### src/cdq_pkg.sv
package cdq_pkg;

	localparam int DepthDefault = 8;

	localparam int ItemW = 8;
	localparam int OccW  = 4;

	typedef enum logic [1:0] {
		REQ_INS_FRONT = 2'd0,
		REQ_INS_REAR  = 2'd1,
		REQ_REM_FRONT = 2'd2,
		REQ_REM_REAR  = 2'd3
	} req_t;

	typedef enum logic [1:0] {
		ST_OK    = 2'd0,
		ST_FULL  = 2'd1,
		ST_EMPTY = 2'd2
	} status_t;

	typedef struct packed {
		logic wr;
		logic rd;
	} slot_cmd_t;

endpackage

### src/cdq_mem.sv
module cdq_mem #(
	parameter int DEPTH = cdq_pkg::DepthDefault
) (
	input  logic                        clk,
	input  cdq_pkg::slot_cmd_t          cmd,
	input  logic [$clog2(DEPTH)-1:0]    addr,
	input  logic [cdq_pkg::ItemW-1:0]   wdata,
	output logic [cdq_pkg::ItemW-1:0]   rdata
);
	import cdq_pkg::*;

	logic [ItemW-1:0] slots [DEPTH];
	logic [ItemW-1:0] rdata_q;

	always_ff @(posedge clk) begin
		if (cmd.wr) begin
			slots[addr] <= wdata;
		end
		// hold the last read word until the next read
		if (cmd.rd) begin
			rdata_q <= slots[addr];
		end
	end

	assign rdata = rdata_q;

endmodule

### src/cdq_ctrl.sv
module cdq_ctrl #(
	parameter int DEPTH = cdq_pkg::DepthDefault
) (
	input  logic                        clk,
	input  logic                        arst_n,
	input  logic                        accept,
	input  logic [1:0]                  req_type,
	output cdq_pkg::slot_cmd_t          cmd,
	output logic [$clog2(DEPTH)-1:0]    addr,
	output cdq_pkg::status_t            status_nxt,
	output logic [cdq_pkg::OccW-1:0]    occ_nxt
);
	import cdq_pkg::*;

	localparam int AW = $clog2(DEPTH);
	localparam int CW = $clog2(DEPTH + 1);

	logic [AW-1:0] head_q, tail_q, head_d, tail_d;
	logic [AW-1:0] head_inc, head_dec, tail_inc, tail_dec;
	logic [CW-1:0] cnt_q, cnt_d;
	logic          full, empty;
	slot_cmd_t     cmd_raw;

	assign full  = (cnt_q == CW'(DEPTH));
	assign empty = (cnt_q == '0);

	assign head_inc = (head_q == AW'(DEPTH - 1)) ? '0 : head_q + 1'b1;
	assign head_dec = (head_q == '0) ? AW'(DEPTH - 1) : head_q - 1'b1;
	assign tail_inc = (tail_q == AW'(DEPTH - 1)) ? '0 : tail_q + 1'b1;
	assign tail_dec = (tail_q == '0) ? AW'(DEPTH - 1) : tail_q - 1'b1;

	always_comb begin
		head_d     = head_q;
		tail_d     = tail_q;
		cnt_d      = cnt_q;
		cmd_raw    = '0;
		addr       = head_q;
		status_nxt = ST_OK;
		case (req_t'(req_type))
			REQ_INS_FRONT: begin
				if (full) begin
					status_nxt = ST_FULL;
				end else begin
					cmd_raw.wr = 1'b1;
					addr       = head_dec;
					head_d     = head_dec;
					cnt_d      = cnt_q + 1'b1;
				end
			end
			REQ_INS_REAR: begin
				if (full) begin
					status_nxt = ST_FULL;
				end else begin
					cmd_raw.wr = 1'b1;
					addr       = tail_q;
					tail_d     = tail_inc;
					cnt_d      = cnt_q + 1'b1;
				end
			end
			REQ_REM_FRONT: begin
				if (empty) begin
					status_nxt = ST_EMPTY;
				end else begin
					cmd_raw.rd = 1'b1;
					addr       = head_q;
					head_d     = head_inc;
					cnt_d      = cnt_q - 1'b1;
				end
			end
			REQ_REM_REAR: begin
				if (empty) begin
					status_nxt = ST_EMPTY;
				end else begin
					cmd_raw.rd = 1'b1;
					addr       = tail_dec;
					tail_d     = tail_dec;
					cnt_d      = cnt_q - 1'b1;
				end
			end
			default: begin
				status_nxt = ST_OK;
			end
		endcase
	end

	assign cmd.wr  = cmd_raw.wr & accept;
	assign cmd.rd  = cmd_raw.rd & accept;
	assign occ_nxt = OccW'(cnt_d);

	always_ff @(posedge clk or negedge arst_n) begin
		if (!arst_n) begin
			head_q <= '0;
			tail_q <= '0;
			cnt_q  <= '0;
		end else if (accept) begin
			head_q <= head_d;
			tail_q <= tail_d;
			cnt_q  <= cnt_d;
		end
	end

endmodule

### src/circular_deque.sv
// Circular double-ended byte queue holding DEPTH entries. Each word on the
// input channel inserts or removes at the front or rear and yields exactly one
// result word carrying the removed byte (zero for inserts and errors), a status
// (full on insert, empty on remove) and the occupancy after the request; a
// failed request changes nothing. Results come in the cycle after acceptance,
// and a new request is taken every cycle as long as the pending result is
// taken, since each request makes a single access to the one-port slot memory
// and the pointer update completes in the cycle of acceptance. The slot memory
// needs no clearing: only entries written by an earlier insert are ever read.
module circular_deque #(
	parameter int DEPTH = cdq_pkg::DepthDefault
) (
	input  logic                        clk,
	input  logic                        arst_n,
	input  logic                        in_valid,
	output logic                        in_ready,
	input  logic [1:0]                  req_type,
	input  logic [cdq_pkg::ItemW-1:0]   item,
	output logic                        out_valid,
	input  logic                        out_ready,
	output logic [cdq_pkg::ItemW-1:0]   data,
	output logic [1:0]                  status,
	output logic [cdq_pkg::OccW-1:0]    occupancy
);
	import cdq_pkg::*;

	localparam int AW = $clog2(DEPTH);

	logic              accept;
	slot_cmd_t         cmd;
	logic [AW-1:0]     addr;
	status_t           status_nxt;
	logic [OccW-1:0]   occ_nxt;
	logic [ItemW-1:0]  rdata;

	logic              valid_s1;
	logic              rd_s1;
	status_t           status_s1;
	logic [OccW-1:0]   occ_s1;

	assign in_ready = !valid_s1 || out_ready;
	assign accept   = in_valid && in_ready;

	cdq_ctrl #(.DEPTH(DEPTH)) u_ctrl (
		.clk        (clk),
		.arst_n     (arst_n),
		.accept     (accept),
		.req_type   (req_type),
		.cmd        (cmd),
		.addr       (addr),
		.status_nxt (status_nxt),
		.occ_nxt    (occ_nxt)
	);

	cdq_mem #(.DEPTH(DEPTH)) u_mem (
		.clk   (clk),
		.cmd   (cmd),
		.addr  (addr),
		.wdata (item),
		.rdata (rdata)
	);

	always_ff @(posedge clk or negedge arst_n) begin
		if (!arst_n) begin
			valid_s1 <= 1'b0;
		end else if (in_ready) begin
			valid_s1 <= in_valid;
		end
	end

	// advance the result stage only when a new word enters
	always_ff @(posedge clk) begin
		if (accept) begin
			rd_s1     <= cmd.rd;
			status_s1 <= status_nxt;
			occ_s1    <= occ_nxt;
		end
	end

	assign out_valid = valid_s1;
	assign data      = rd_s1 ? rdata : '0;
	assign status    = status_s1;
	assign occupancy = occ_s1;

endmodule

### config.mk
export PLATFORM = sky130hd
export DESIGN_NAME = circular_deque
export DESIGN_NICKNAME = d
export VERILOG_FILES = /design/src/cdq_pkg.sv /design/src/cdq_mem.sv /design/src/cdq_ctrl.sv /design/src/circular_deque.sv
export SDC_FILE = /design/constraint.sdc
export NUM_CORES = 1
export LEC_CHECK = 0
export ABC_CLOCK_PERIOD_IN_PS = 9200
export BUFFER_PORTS_ARGS = -buffer_cell sky130_fd_sc_hd__buf_2
export CAP_MARGIN = 0
export CORE_AREA = 5 5 80 97
export CTS_CLUSTER_DIAMETER = 30
export CTS_CLUSTER_SIZE = 10
export DETAILED_ROUTE_END_ITERATION = 16
export DIE_AREA = 0 0 85 102
export HOLD_SLACK_MARGIN = 0.05
export PLACE_DENSITY = 0.92
export SLEW_MARGIN = 0
export SYNTH_ARGS = -nofsm -noshare
export SYNTH_HDL_FRONTEND = slang
export SYNTH_HIERARCHICAL = 1
export SYNTH_SLANG_ARGS = --single-unit
export TNS_END_PERCENT = 50
### constraint.sdc
create_clock -name clk -period 9.2 [get_ports clk]
set_input_delay 0.92 -clock clk [delete_from_list [all_inputs] [get_ports clk]]
set_output_delay 0.92 -clock clk [all_outputs]
set_load 0.03 [all_outputs]
* Word level (Yosys, flattened, before mapping)
Memories as Yosys holds them, arrays and structs flattened. A register that Yosys moved wholly into a read port is not among the register bits.
Cells that the tools add are included.
** Operators by class
- Equal/unequal tests :: 9
- Order comparisons :: 0
- Multiply operators :: 0
- Add/sub/neg operators :: 6
- Reduce and logical (&&, ||, !) cells :: 13
- Mux-type cells :: 26
- Bitwise operators :: 2
- Shift operators :: 0
- Divide/modulo/power cells :: 0
** Operators with widths (count)
- 3-bit 2-to-1 mux :: 10
- 3-bit one-hot mux with 2 select lines :: 2
- 3-bit one-hot mux with 4 select lines :: 1
- 4-bit 2-to-1 mux :: 2
- 8-bit 2-to-1 mux :: 1
- 4-bit one-hot mux with 2 select lines :: 1
- 1-bit 2-to-1 mux :: 7
- 3-bit by 1-bit adder with 3-bit output (second input constant) :: 2
- 3-bit == test (second input constant) :: 2
- 3-bit logical NOT :: 2
- 2-bit != test (second input constant) :: 3
- 3-bit by 1-bit subtractor with 3-bit output (second input constant) :: 2
- 4-bit by 1-bit adder with 4-bit output (second input constant) :: 1
- 2-bit == test (second input constant) :: 2
- 4-bit == test (second input constant) :: 1
- 4-bit logical NOT :: 1
- 2-bit one-hot mux with 2 select lines :: 1
- 4-bit AND reduction :: 1
- 2-bit nonzero test :: 2
- 2-bit OR reduction :: 2
- 4-bit by 1-bit subtractor with 4-bit output (second input constant) :: 1
- 3-bit AND reduction :: 1
- 1-bit AND :: 2
- 2-bit by 1-bit == test with 1-bit output (second input constant) :: 1
- other kinds (5) :: 5
** Word-level totals
- RAM bits :: 64
- Bits of input ports :: 14
- Word-level logic and storage cells :: 64
- Output and inout port bits :: 16
- Bits in read-only memories :: 0
- Memories :: 1
- Bits in latches :: 0
- Bits in registers :: 18
** Memory list
- u_mem.slots :: words 8, bits a word 8, read ports 1, clocked after Yosys merged registers in 1, wr ports 1, line cdq_mem.sv:12 : logic [ItemW-1:0] slots [DEPTH];

* Longest topological paths before layout
Gate-level depths: netlist of run 1.
- Depth in word-level cells :: 6
- Mapped depth :: 13

* Hierarchy
Netlist of run 1, hierarchy kept.
** By module, submodules not included
- cdq_mem :: area each 2795.2 µm², cells an instance 129, sequential area each 2162.1 µm², times used 1
- cdq_ctrl :: area each 1058.5 µm², cells an instance 125, sequential area each 250.2 µm², times used 1
- circular_deque :: area each 314.1 µm², cells an instance 19, sequential area each 235.2 µm², times used 1

* Worst setup path before layout of run 1
OpenSTA, ideal clock, no wires.
- Path type :: in2reg
- From :: in req_type[1]
- To :: mem u_mem.slots[4][0], enable pin
- Path buffers :: 2
- Slack :: 6049 ps
- Setup time :: 383 ps
- Arrival time :: 2767 ps
- Stages :: 7
- Cells stage by stage :: clkbuf_1 > nand2_1 > a21oi_1 > o32a_1 > buf_1 > nand2_1 > nor3_1
** On the way
- Elaborated cells on any way between the ends :: 10
** RTL lines
- start: declaration :: line circular_deque.sv:17 : input logic [1:0] req_type,
- 2-bit == test, or another cell as far along :: line cdq_ctrl.sv:39 : case (req_t'(req_type))
- 3-bit one-hot mux with 4 select lines * :: line cdq_ctrl.sv:39
- net addr[2] :: line circular_deque.sv:31 : logic [AW-1:0] addr;
- end: declaration :: line cdq_mem.sv:12
Mark *: on every way through the listed nets, which the timed path passes. The rest lies on a longest branch.

* Worst setup path after layout of run 1
- From :: reg u_ctrl.cnt_q[0]
- To :: mem u_mem.slots[4][0], enable pin
** On the way
- Elaborated cells on any way between the ends :: 11
** RTL lines
- start: declaration :: line cdq_ctrl.sv:20 : logic [CW-1:0] cnt_q, cnt_d;
- start signal: assignment :: line cdq_ctrl.sv:98 : cnt_q <= cnt_d;
- 4-bit == test / 4-bit logical NOT (equally long branches) :: line cdq_ctrl.sv:24, cdq_ctrl.sv:25
- 3-bit 2-to-1 mux, on equally long branches
- 3-bit one-hot mux with 4 select lines * :: line cdq_ctrl.sv:39
- net addr[2] :: line circular_deque.sv:31
Marked as above.

==> metrics.md, run 1 <==
| Metric | Value |
|---|---|
| VDD IR-drop max | `143 uV` |
| Routed vias/inst | `6.13` |
| CP startpoint kind | `register` |
| Reg2reg path depth | `7` |
| Layout cells sized above 1 | `23.9%` |
| Worst Slack Setup Final | `5.29 ns` |
| CTS Buf Count | `9` |
| Launch point of the worst path | `u_ctrl/cnt_q[0]` |
| WL met3 | `476 um` |
| Initial antenna violation count | `0` |
| # nets final | `325` |
| Critical R2R Launch | `u_ctrl/cnt_q[0]` |
| CTS tree | `done` |
| Number of global-route vias before repair | `2387` |
| Routed len/inst | `19.1 um` |
| Register bit total from synthesis | `90` |
| Post-Syn Nets | `297` |
| Worst-Skew Late Latency | `0.36 ns` |
| Clk slew on worst S/H paths | `0.09 ns` |
| Root Buffer Master | `clkbuf_8` |
| Mapped cell area | `4170 um2` |
| Pins over their slew limit | `0` |
| WP data arrival | `3.89 ns` |
| DR vias | `2408` |
| Final setup TNS | `0 ns` |
| Main synth FF type | `edfxtp_1` |
| Largest net degree at the start of global routing | `26` |
| Fin crit period | `3.91 ns` |
| First-pass DRT Iterations | `4` |
| RSZ-0062 raised after global routing | `false` |
| Deepest clock path buffer count | `2` |
| Post-synthesis cell type count | `55` |
| Maximum clock frequency | `256 MHz` |
| Post-CTS Resized | `0` |
| WL met1 | `2.96 mm` |
| Number of synthesized flops with an enable pin | `79` |
| Final ANT Viol Nets | `0` |
| H-tree depth | `3` |
| Status | `finished, final reports clean` |
| Core area | `6690 um2` |
| Post-Place Worst Slack | `5.33 ns` |
| Crit path capture type | `register` |
| Post-synthesis cell count | `273` |
| IO Pins | `30` |
| Initial Util | `62.3%` |
| Sink Count | `90` |
| Postcts setup bufs | `0` |
| Die Y | `102 um` |
| Die area | `8670 um2` |
| Post-CTS Hold Buffers | `0` |
| Most frequent cells in the layout | `edfxtp_1, buf_2, nor2_1` |
| Met2 WL | `3.95 mm` |
| Post-route cell area | `4580 um2` |
| Setup CP Type | `register to register` |
| Setup violations, final | `0` |
| Total track usage | `18.6%` |
| Rows | `33` |
| Rel. slew slack | `21.2%` |
| Clock skew | `0.00843 ns` |
| Final design utilization | `68.4%` |
| FFs w/ async S/R, synth | `12.2%` |
| Seq/Total Area, Yosys | `63.5%` |
| WHS | `0.429 ns` |
| Layout area overhead | `9.82%` |
| Drt drc | `0` |
| Reg2reg setup slack | `5.29 ns` |
| Chip width | `85 um` |
| Pwr Density | `294 nW/um2` |
| Yosys warnings | `6` |
| Grt ovf | `0` |
| Crit-path max FO | `22` |
| Avg Cell Area, Syn | `15.3 um2` |
| Tot Pwr | `1.35 mW` |
| Final hold viol count | `0` |
| Most common cell after layout, fill and taps aside | `edfxtp_1` |
| CP Data Required Time | `9.18 ns` |
| Area after DPL | `4350 um2` |
| Routability Congestion | `0.842` |
| Lkg Pwr | `1.68 nW` |
| First-pass GRT wire length | `12.2 mm` |
| Placed cells | `377` |
| Dpl hpwl | `5.27 mm` |
| Cell Count, Final, Fillers Out | `393` |
| Final worst-path cycle share | `42.5%` |
| Post-Route WL | `7.51 mm` |
| Max-Cap Viols | `0` |
| Port buffer count | `29` |
| Initial DRC count | `175` |
| Max layer used | `met4` |
| Number of inserted diodes | `0` |
| Fillers | `433` |
| Least-Margin Pin Slew | `1.17 ns` |
| Min-delay worst type | `input port to async pin` |
final timing paths:
path / to
max: u_mem/slots[4][0]
min: u_ctrl/tail_q[1]
max reg2reg: u_mem/slots[4][0]
min reg2reg: out_valid
max in group asynchronous: u_ctrl/cnt_q[1]
min in group clk: out_valid
worst max-delay path, stage by stage, from the launching register on:
cell and delay (ns):
dfrtp_1 0.45, inv_1 0.13, ha_1 0.31, nand3b_1 0.32
a31oi_1 0.36, o32a_1 0.82, nand2_1 0.25, nor3_1 0.88
cell usage after synthesis (4+ instances only):
| cell type | number | area (um2) |
|---|---|---|
| a21oi_1 | 12 | 60.1 |
| a31oi_1 | 4 | 25.0 |
| and2_1 | 9 | 56.3 |
| clkbuf_1 | 4 | 15.0 |
| dfrtp_1 | 11 | 275 |
| edfxtp_1 | 79 | 2370 |
| ha_1 | 10 | 125 |
| inv_1 | 8 | 30.0 |
| mux2_2 | 5 | 56.3 |
| mux2_4 | 6 | 90.1 |
| mux4_1 | 4 | 105 |
| mux4_2 | 8 | 180 |
| nand2_1 | 12 | 45.0 |
| nand2b_1 | 7 | 43.8 |
| nand3_1 | 4 | 20.0 |
| nor2_1 | 16 | 60.1 |
| nor2b_1 | 4 | 25.0 |
| o21ai_0 | 5 | 25.0 |
| o221ai_1 | 4 | 35.0 |
final cells by class:
| class | count | area [um2] | area share [%] |
|---|---|---|---|
| clock buffer | 9 | 124 | 2.71 |
| inverter | 9 | 33.8 | 0.738 |
| tap | 87 | 109 | 2.38 |
| timing repair buffer | 30 | 153 | 3.34 |
| sequential | 90 | 2650 | 57.8 |
| multi-input combinational | 161 | 1400 | 30.6 |
| clock inverter | 7 | 108 | 2.35 |
flip-flops by register name (all words and copies together), names as in the netlist:
register       cells
u_mem/rdata        8
u_ctrl/cnt_q       4
u_ctrl/tail_q      3
u_mem/slots       64
status             2
out_valid          1
rd_s1              1
u_ctrl/head_q      3
occupancy          4
report_power, final:
group	total, mW	internal (mW)	switching [mW]
combinational	0.481	0.229	0.252
clock	0.306	0.158	0.147
sequential	0.561	0.512	0.0495
layer usage:
layer,track usage [%],up-vias
met5,0,-
met4,6.09,0
met3,4.92,13
met2,32.2,94
met1,22.8,1189
li1,-,1112
cells by family (layout without fill, tap and decap cells):
logic type	Yosys count	count (layout)	synth area share, %
flops	90	90	63.5
compound gates	46	46	7.66
buf+inv	22	55	3.00
simple gates	74	74	10.6
mux	28	28	11.6
xor+xnor	3	3	0.631
fa+ha+maj	10	10	3.00
No activity file was read; power rests on OpenSTA's default activity.
==> run 2, diff against run 1 <==
- ABC_AREA: not set -> 1
- ABC_CLOCK_PERIOD_IN_PS: 9200 -> 3800
- CORE_AREA: 5 5 80 97 -> 5 5 85 103
- DIE_AREA: 0 0 85 102 -> 0 0 90 108
- PLACE_DENSITY: 0.92 -> 0.87
- clock period: 9.2 -> 3.8 ns (I/O delays scaled with it)
==> metrics.md, run 2 <==
| Metric | Value |
|---|---|
| Final hold viol count | `0` |
| Crit-path max FO | `10` |
| Setup violations, final | `0` |
| Layout cells sized above 1 | `12.7%` |
| Min-Delay Startpoint | `in_valid` |
| Final ANT Viol Nets | `0` |
| WP data arrival | `3.14 ns` |
| Postcts setup bufs | `0` |
| Grt ovf | `0` |
| Post-Route WL | `9.30 mm` |
| Net Sw Frac | `42.1%` |
| Critical R2R Launch | `u_ctrl/cnt_q[0]` |
| Setup CP Type | `register to register` |
| Sequential Power Share | `39.2%` |
| CTS Buf Count | `9` |
| Port buffer count | `29` |
| Initial Util | `58.4%` |
| Sink Count | `90` |
| Commonest cells in the netlist | `nand2_1, edfxtp_1, inv_1` |
| Cell Count, Final, Fillers Out | `620` |
| Pint | `1.99 mW` |
| Initial DRC count | `237` |
| Comb power frac | `40.8%` |
| Routability Congestion | `0.891` |
| CTS tree | `done` |
| Root Buffer Master | `clkbuf_8` |
| Synth area leaders | `edfxtp_1, nand2_1, dfrtp_1` |
| Status | `finished, final reports clean` |
| # nets final | `547` |
| Final worst-path cycle share | `82.7%` |
| Drt drc | `0` |
| Pins over their slew limit | `0` |
| Mapped cell area | `4430 um2` |
| Min-delay worst type | `input port to register` |
| Clock skew | `0.0129 ns` |
| Routed len/inst | `15.0 um` |
| Clk slew on worst S/H paths | `0.10 ns` |
| DR vias | `3330` |
| Total track usage | `19.9%` |
| CP startpoint kind | `register` |
| Die Y | `108 um` |
| Chip width | `90 um` |
| Avg Cell Area, Syn | `9.07 um2` |
| Main synth FF type | `edfxtp_1` |
| Max-Cap Viols | `0` |
| Post-synth top area cell | `edfxtp_1` |
| Most frequent cells in the layout | `nand2_1, edfxtp_1, inv_1` |
| Number of inserted diodes | `0` |
| Die area | `9720 um2` |
| Layout area overhead | `10.1%` |
| Register bit total from synthesis | `90` |
| Yosys warnings | `6` |
| CP Data Required Time | `3.80 ns` |
| Dpl hpwl | `6.69 mm` |
| Number of global-route vias before repair | `3249` |
| Worst-Skew Late Latency | `0.36 ns` |
| Fin crit period | `3.14 ns` |
| Least-Margin Pin Slew | `1.20 ns` |
| Crit path capture type | `register` |
| FFs w/ async S/R, synth | `12.2%` |
| First-pass DRT Iterations | `5` |
| Number of synthesized flops with an enable pin | `79` |
| Pwr Density | `706 nW/um2` |
| Largest net degree at the start of global routing | `34` |
| WHS | `0.229 ns` |
| Yosys top cell area share | `53.6%` |
| Initial antenna violation count | `0` |
| Most common cell after layout, fill and taps aside | `nand2_1` |
| Maximum clock frequency | `318 MHz` |
| IO Pins | `30` |
| RSZ-0062 raised after global routing | `false` |
| Clk network pwr share | `20.0%` |
| Largest register by flop count | `u_mem/slots` |
| Launch point of the worst path | `u_ctrl/cnt_q[0]` |
| Deepest clock path buffer count | `2` |
| Max reg flops | `64` |
| First-pass GRT wire length | `15.2 mm` |
| Post-synthesis cell count | `488` |
| Post-Syn Nets | `512` |
| Lkg Pwr | `2.37 nW` |
| Placed cells | `603` |
| Core area | `7580 um2` |
| Worst Slack Setup Final | `0.657 ns` |
| Final setup TNS | `0 ns` |
| Post-Place Worst Slack | `0.707 ns` |
| Rows | `35` |
| Most frequent cell after synthesis | `nand2_1` |
| P_sw | `1.45 mW` |
| Seq/Total Area, Yosys | `59.8%` |
| Routed vias/inst | `5.37` |
| H-tree depth | `3` |
| VDD IR-drop max | `368 uV` |
| Post-CTS Resized | `0` |
| Post-synthesis cell type count | `29` |
| Rel. slew slack | `19.3%` |
## run 2: layout make-up
class / count / area [um2]
Clock buffer: 9 / 124
Clock inverter: 7 / 92.6
Fill cell: 578 / 2700
Inverter: 76 / 293
Multi-Input combinational cell: 309 / 1390
Sequential cell: 90 / 2650
Tap cell: 92 / 115
Timing Repair Buffer: 37 / 208
## run 2: cells by family (layout without fill, tap and decap cells)
| logic type | count (synthesis) | in the layout | synth area share, % |
|---|---|---|---|
| AO/OA/AOI/OAI | 10 | 10 | 1.38 |
| buffers and inverters | 89 | 129 | 8.73 |
| flip-flops | 90 | 90 | 59.8 |
| XOR/XNOR | 2 | 2 | 0.396 |
| adder cells (fa/ha/maj) | 10 | 10 | 2.83 |
| AND/OR/NAND/NOR | 287 | 287 | 26.9 |
## run 2: power by group through the flow
stage	Sequential [mW]	Clock (mW)	Combinational, mW
5_1_grt	1.37	0.747	1.57
3_3_place_gp	1.37	0	1.31
6_report	1.35	0.688	1.40
4_1_cts	1.35	0.700	1.38
2_1_floorplan	1.37	0	1.06
3_5_place_dp	1.37	0	1.37
## run 2: metrics by stage
step | cell area, um2 | utilization (%) | total power [mW]
after floorplan | 4430 | - | 2.43
after global placement | 4650 | 61.3 | 2.68
after detailed placement | 4650 | 61.3 | 2.74
after CTS | 4870 | 64.3 | 3.43
after global routing | 4870 | 64.3 | 3.69
final | 4870 | 64.3 | 3.44
## run 2: layer usage
| metal | GRT usage (%) | part of all wire (%) | vias to the layer above |
|---|---|---|---|
| met4 | 10.0 | 3.2 | 0 |
| met1 | 21.9 | 38 | 1549 |
| met3 | 3.76 | 6.3 | 27 |
| li1 | - | - | 1607 |
| met5 | 0 | 0 | - |
| met2 | 36.6 | 52 | 147 |
## run 2: worst paths after layout
check / endpoint / slack [ns] / depth (start not counted)
max in group asynchronous: u_ctrl/cnt_q[3] / 3.16 / 2
max: u_mem/slots[5][2] / 0.66 / 12
min: out_valid / 0.23 / 3
min in group asynchronous: u_ctrl/cnt_q[0] / 0.42 / 2
min reg2reg: out_valid / 0.52 / 2
max reg2reg: u_mem/slots[5][2] / 0.66 / 12
## run 2: timing repair
item | 4_1_cts | 5_1_grt
hold endpoints to repair | 11 | 0
endpoints found under the setup margin | 0 | 0
hold buffers | 1 | 0
## run 2: worst max-delay path, cell delays in order, from the launching register on
cell	delay, ns
dfrtp_1	0.45
inv_1	0.15
ha_1	0.37
nand3_4	0.20
nand2_1	0.10
nand2_1	0.05
nand2_1	0.08
nand2_1	0.05
nand4_1	0.24
inv_2	0.18
nor2_4	0.25
inv_2	0.06
nor2_1	0.59
==> run 3, diff against run 2 <==
- ABC_CLOCK_PERIOD_IN_PS: 3800 -> 2800
- CORE_AREA: 5 5 85 103 -> 5 5 89 108
- DIE_AREA: 0 0 90 108 -> 0 0 94 113
- PLACE_DENSITY: 0.87 -> 0.84
- clock period: 3.8 -> 2.8 ns (I/O delays scaled with it)
==> metrics.md, run 3 (synthesized netlist as in run 2, its figures left out) <==
| Metric | Value |
|---|---|
| Status | `finished, final reports clean` |
| CTS Buf Count | `9` |
| First-pass DRT Iterations | `5` |
| Number of inserted diodes | `0` |
| Routed len/inst | `14.0 um` |
| Tot Pwr | `4.73 mW` |
| Max-Cap Viols | `0` |
| Pwr Density | `952 nW/um2` |
| Max reg flops | `64` |
| Largest net degree at the start of global routing | `33` |
| Initial antenna violation count | `0` |
| Lkg Pwr | `2.40 nW` |
| CTS tree | `done` |
| Deepest clock path buffer count | `2` |
| CP startpoint kind | `register` |
| Initial Util | `52.6%` |
| Clock skew | `0.0122 ns` |
| IO Pins | `30` |
| Worst Slack Setup Final | `0.239 ns` |
| Final ANT Viol Nets | `0` |
| Launch point of the worst path | `u_ctrl/cnt_q[1]` |
| Post-route cell area | `4970 um2` |
| Fin crit period | `2.56 ns` |
| Chip width | `94 um` |
| Grt ovf | `0` |
| Most frequent cells in the layout | `nand2_1, edfxtp_1, inv_1` |
| Final worst-path cycle share | `91.5%` |
| # nets final | `554` |
| Core area | `8430 um2` |
| Pins over their slew limit | `0` |
| Min-delay worst type | `input port to register` |
| Setup violations, final | `0` |
| Final setup TNS | `0 ns` |
| Setup CP Type | `register to register` |
| Clk network pwr share | `20.6%` |
| Routed vias/inst | `5.02` |
| Least-Margin Pin Slew | `0.449 ns` |
| Rel. slew slack | `69.9%` |
| WHS | `0.120 ns` |
| Total track usage | `17.6%` |
| Sequential Power Share | `38.7%` |
| Initial DRC count | `280` |
| Critical path endpoint | `u_mem/slots[0][3]` |
| Dpl hpwl | `6.41 mm` |
| VDD IR-drop max | `697 uV` |
| Postcts setup bufs | `0` |
| Final hold viol count | `0` |
| Number of global-route vias before repair | `3157` |
| Sink Count | `90` |
| Crit-path max FO | `25` |
| CP Data Required Time | `2.86 ns` |
| Pint | `2.80 mW` |
| Layout area overhead | `12.2%` |
| Largest register by flop count | `u_mem/slots` |
| DR vias | `3274` |
| Routability Congestion | `0.906` |
| Die area | `10600 um2` |
| Drt drc | `0` |
| Fillers | `717` |
| Layout cells sized above 1 | `13.8%` |
| Reg2reg setup slack | `0.24 ns` |
| Comb power frac | `40.7%` |
| Multi-input gate area | `1400 um2` |
| Critical R2R Launch | `u_ctrl/cnt_q[1]` |
| Maximum clock frequency | `390 MHz` |
| Crit path capture type | `register` |
| H-tree depth | `3` |
| Root Buffer Master | `clkbuf_8` |
| WP data arrival | `2.62 ns` |
| Most common cell after layout, fill and taps aside | `nand2_1` |
| Reg2reg path depth | `11` |
| Worst-Skew Late Latency | `0.35 ns` |
| Clk slew on worst S/H paths | `0.09 ns` |
| Port buffer count | `29` |
| P_sw | `1.93 mW` |
| Post-Place Worst Slack | `0.194 ns` |
| Area after DPL | `4730 um2` |
| FF-to-FF End | `u_mem/slots[0][3]` |
| First-pass GRT wire length | `14.6 mm` |
| Post-Route WL | `9.14 mm` |
| RSZ-0062 raised after global routing | `false` |
| Net Sw Frac | `40.8%` |
| Rows | `37` |
| Reg area | `2650 um2` |
| Die Y | `113 um` |
[run 3: cell count changes in the layout (fill, tap and decap cells not counted), sizes merged]
cell	previous run	this run
clkinvlp	0	1
buf	36	43
bufinv	1	2
inv	79	77
[run 3: worst min-delay path by stage]
| stage | cells past startpoint | from | slack, ns | endpoint |
|---|---|---|---|---|
| after detailed placement | 1 | arst_n | 0.18 | u_ctrl/head_q[1] |
| after floorplan | 0 | arst_n | -0.02 | out_valid |
| after global routing | 3 | in_valid | 0.12 | out_valid |
| after CTS | 3 | in_valid | 0.11 | out_valid |
| after global placement | 1 | arst_n | 0.18 | u_ctrl/head_q[1] |
| final | 3 | in_valid | 0.12 | out_valid |
[run 3: layout make-up]
| cell class | instances | share of cell area (%) |
|---|---|---|
| Clock buffer | 9 | 2.49 |
| Timing Repair Buffer | 44 | 5.24 |
| Clock inverter | 7 | 2.01 |
| Tap cell | 117 | 2.95 |
| Sequential cell | 90 | 53.3 |
| Multi-Input combinational cell | 309 | 28.1 |
| Inverter | 76 | 5.94 |
[run 3: worst max-delay path, stage by stage, from the launching register on]
cell      delay (ns)
dfrtp_1         0.46
inv_1           0.09
ha_2            0.27
nand3_4         0.17
inv_6           0.12
nand2_1         0.06
nand3_1         0.08
nand4_1         0.21
clkinv_4        0.23
nand2_1         0.15
nor3_1          0.20
buf_4           0.21
[run 3: routing by layer]
layer / vias to the layer above / routed length (um) / GRT usage (%) / share of wire [%]
met4: 0 / 172 / 6.07 / 1.9
met1: 1511 / 3740 / 21.5 / 41
li1: 1619 / - / - / -
met2: 127 / 4670 / 30.7 / 51
met5: - / 0 / 0 / 0
met3: 17 / 561 / 3.52 / 6.1
[run 3: per-stage QoR]
step | cells | util (%)
floorplan | 488 | -
global placement | 635 | 56.1
detailed placement | 635 | 56.1
CTS | 652 | 58.9
global route | 652 | 59.0
finish | 652 | 59.0
[run 3: repair_timing]
action / CTS / global route
hold endpoints to repair: 11 / 0
resized for setup: 0 / 2
hold buffers: 1 / 0
setup endpoints to repair: 0 / 43
[run 3: power by group through the flow]
stage               clock (mW)  combinational (mW)  sequential (mW)
global route              1.06                2.16             1.85
finish                   0.975                1.93             1.83
CTS                      0.992                1.90             1.82
floorplan                    0                1.44             1.85
global placement             0                1.81             1.84
detailed placement           0                1.88             1.85
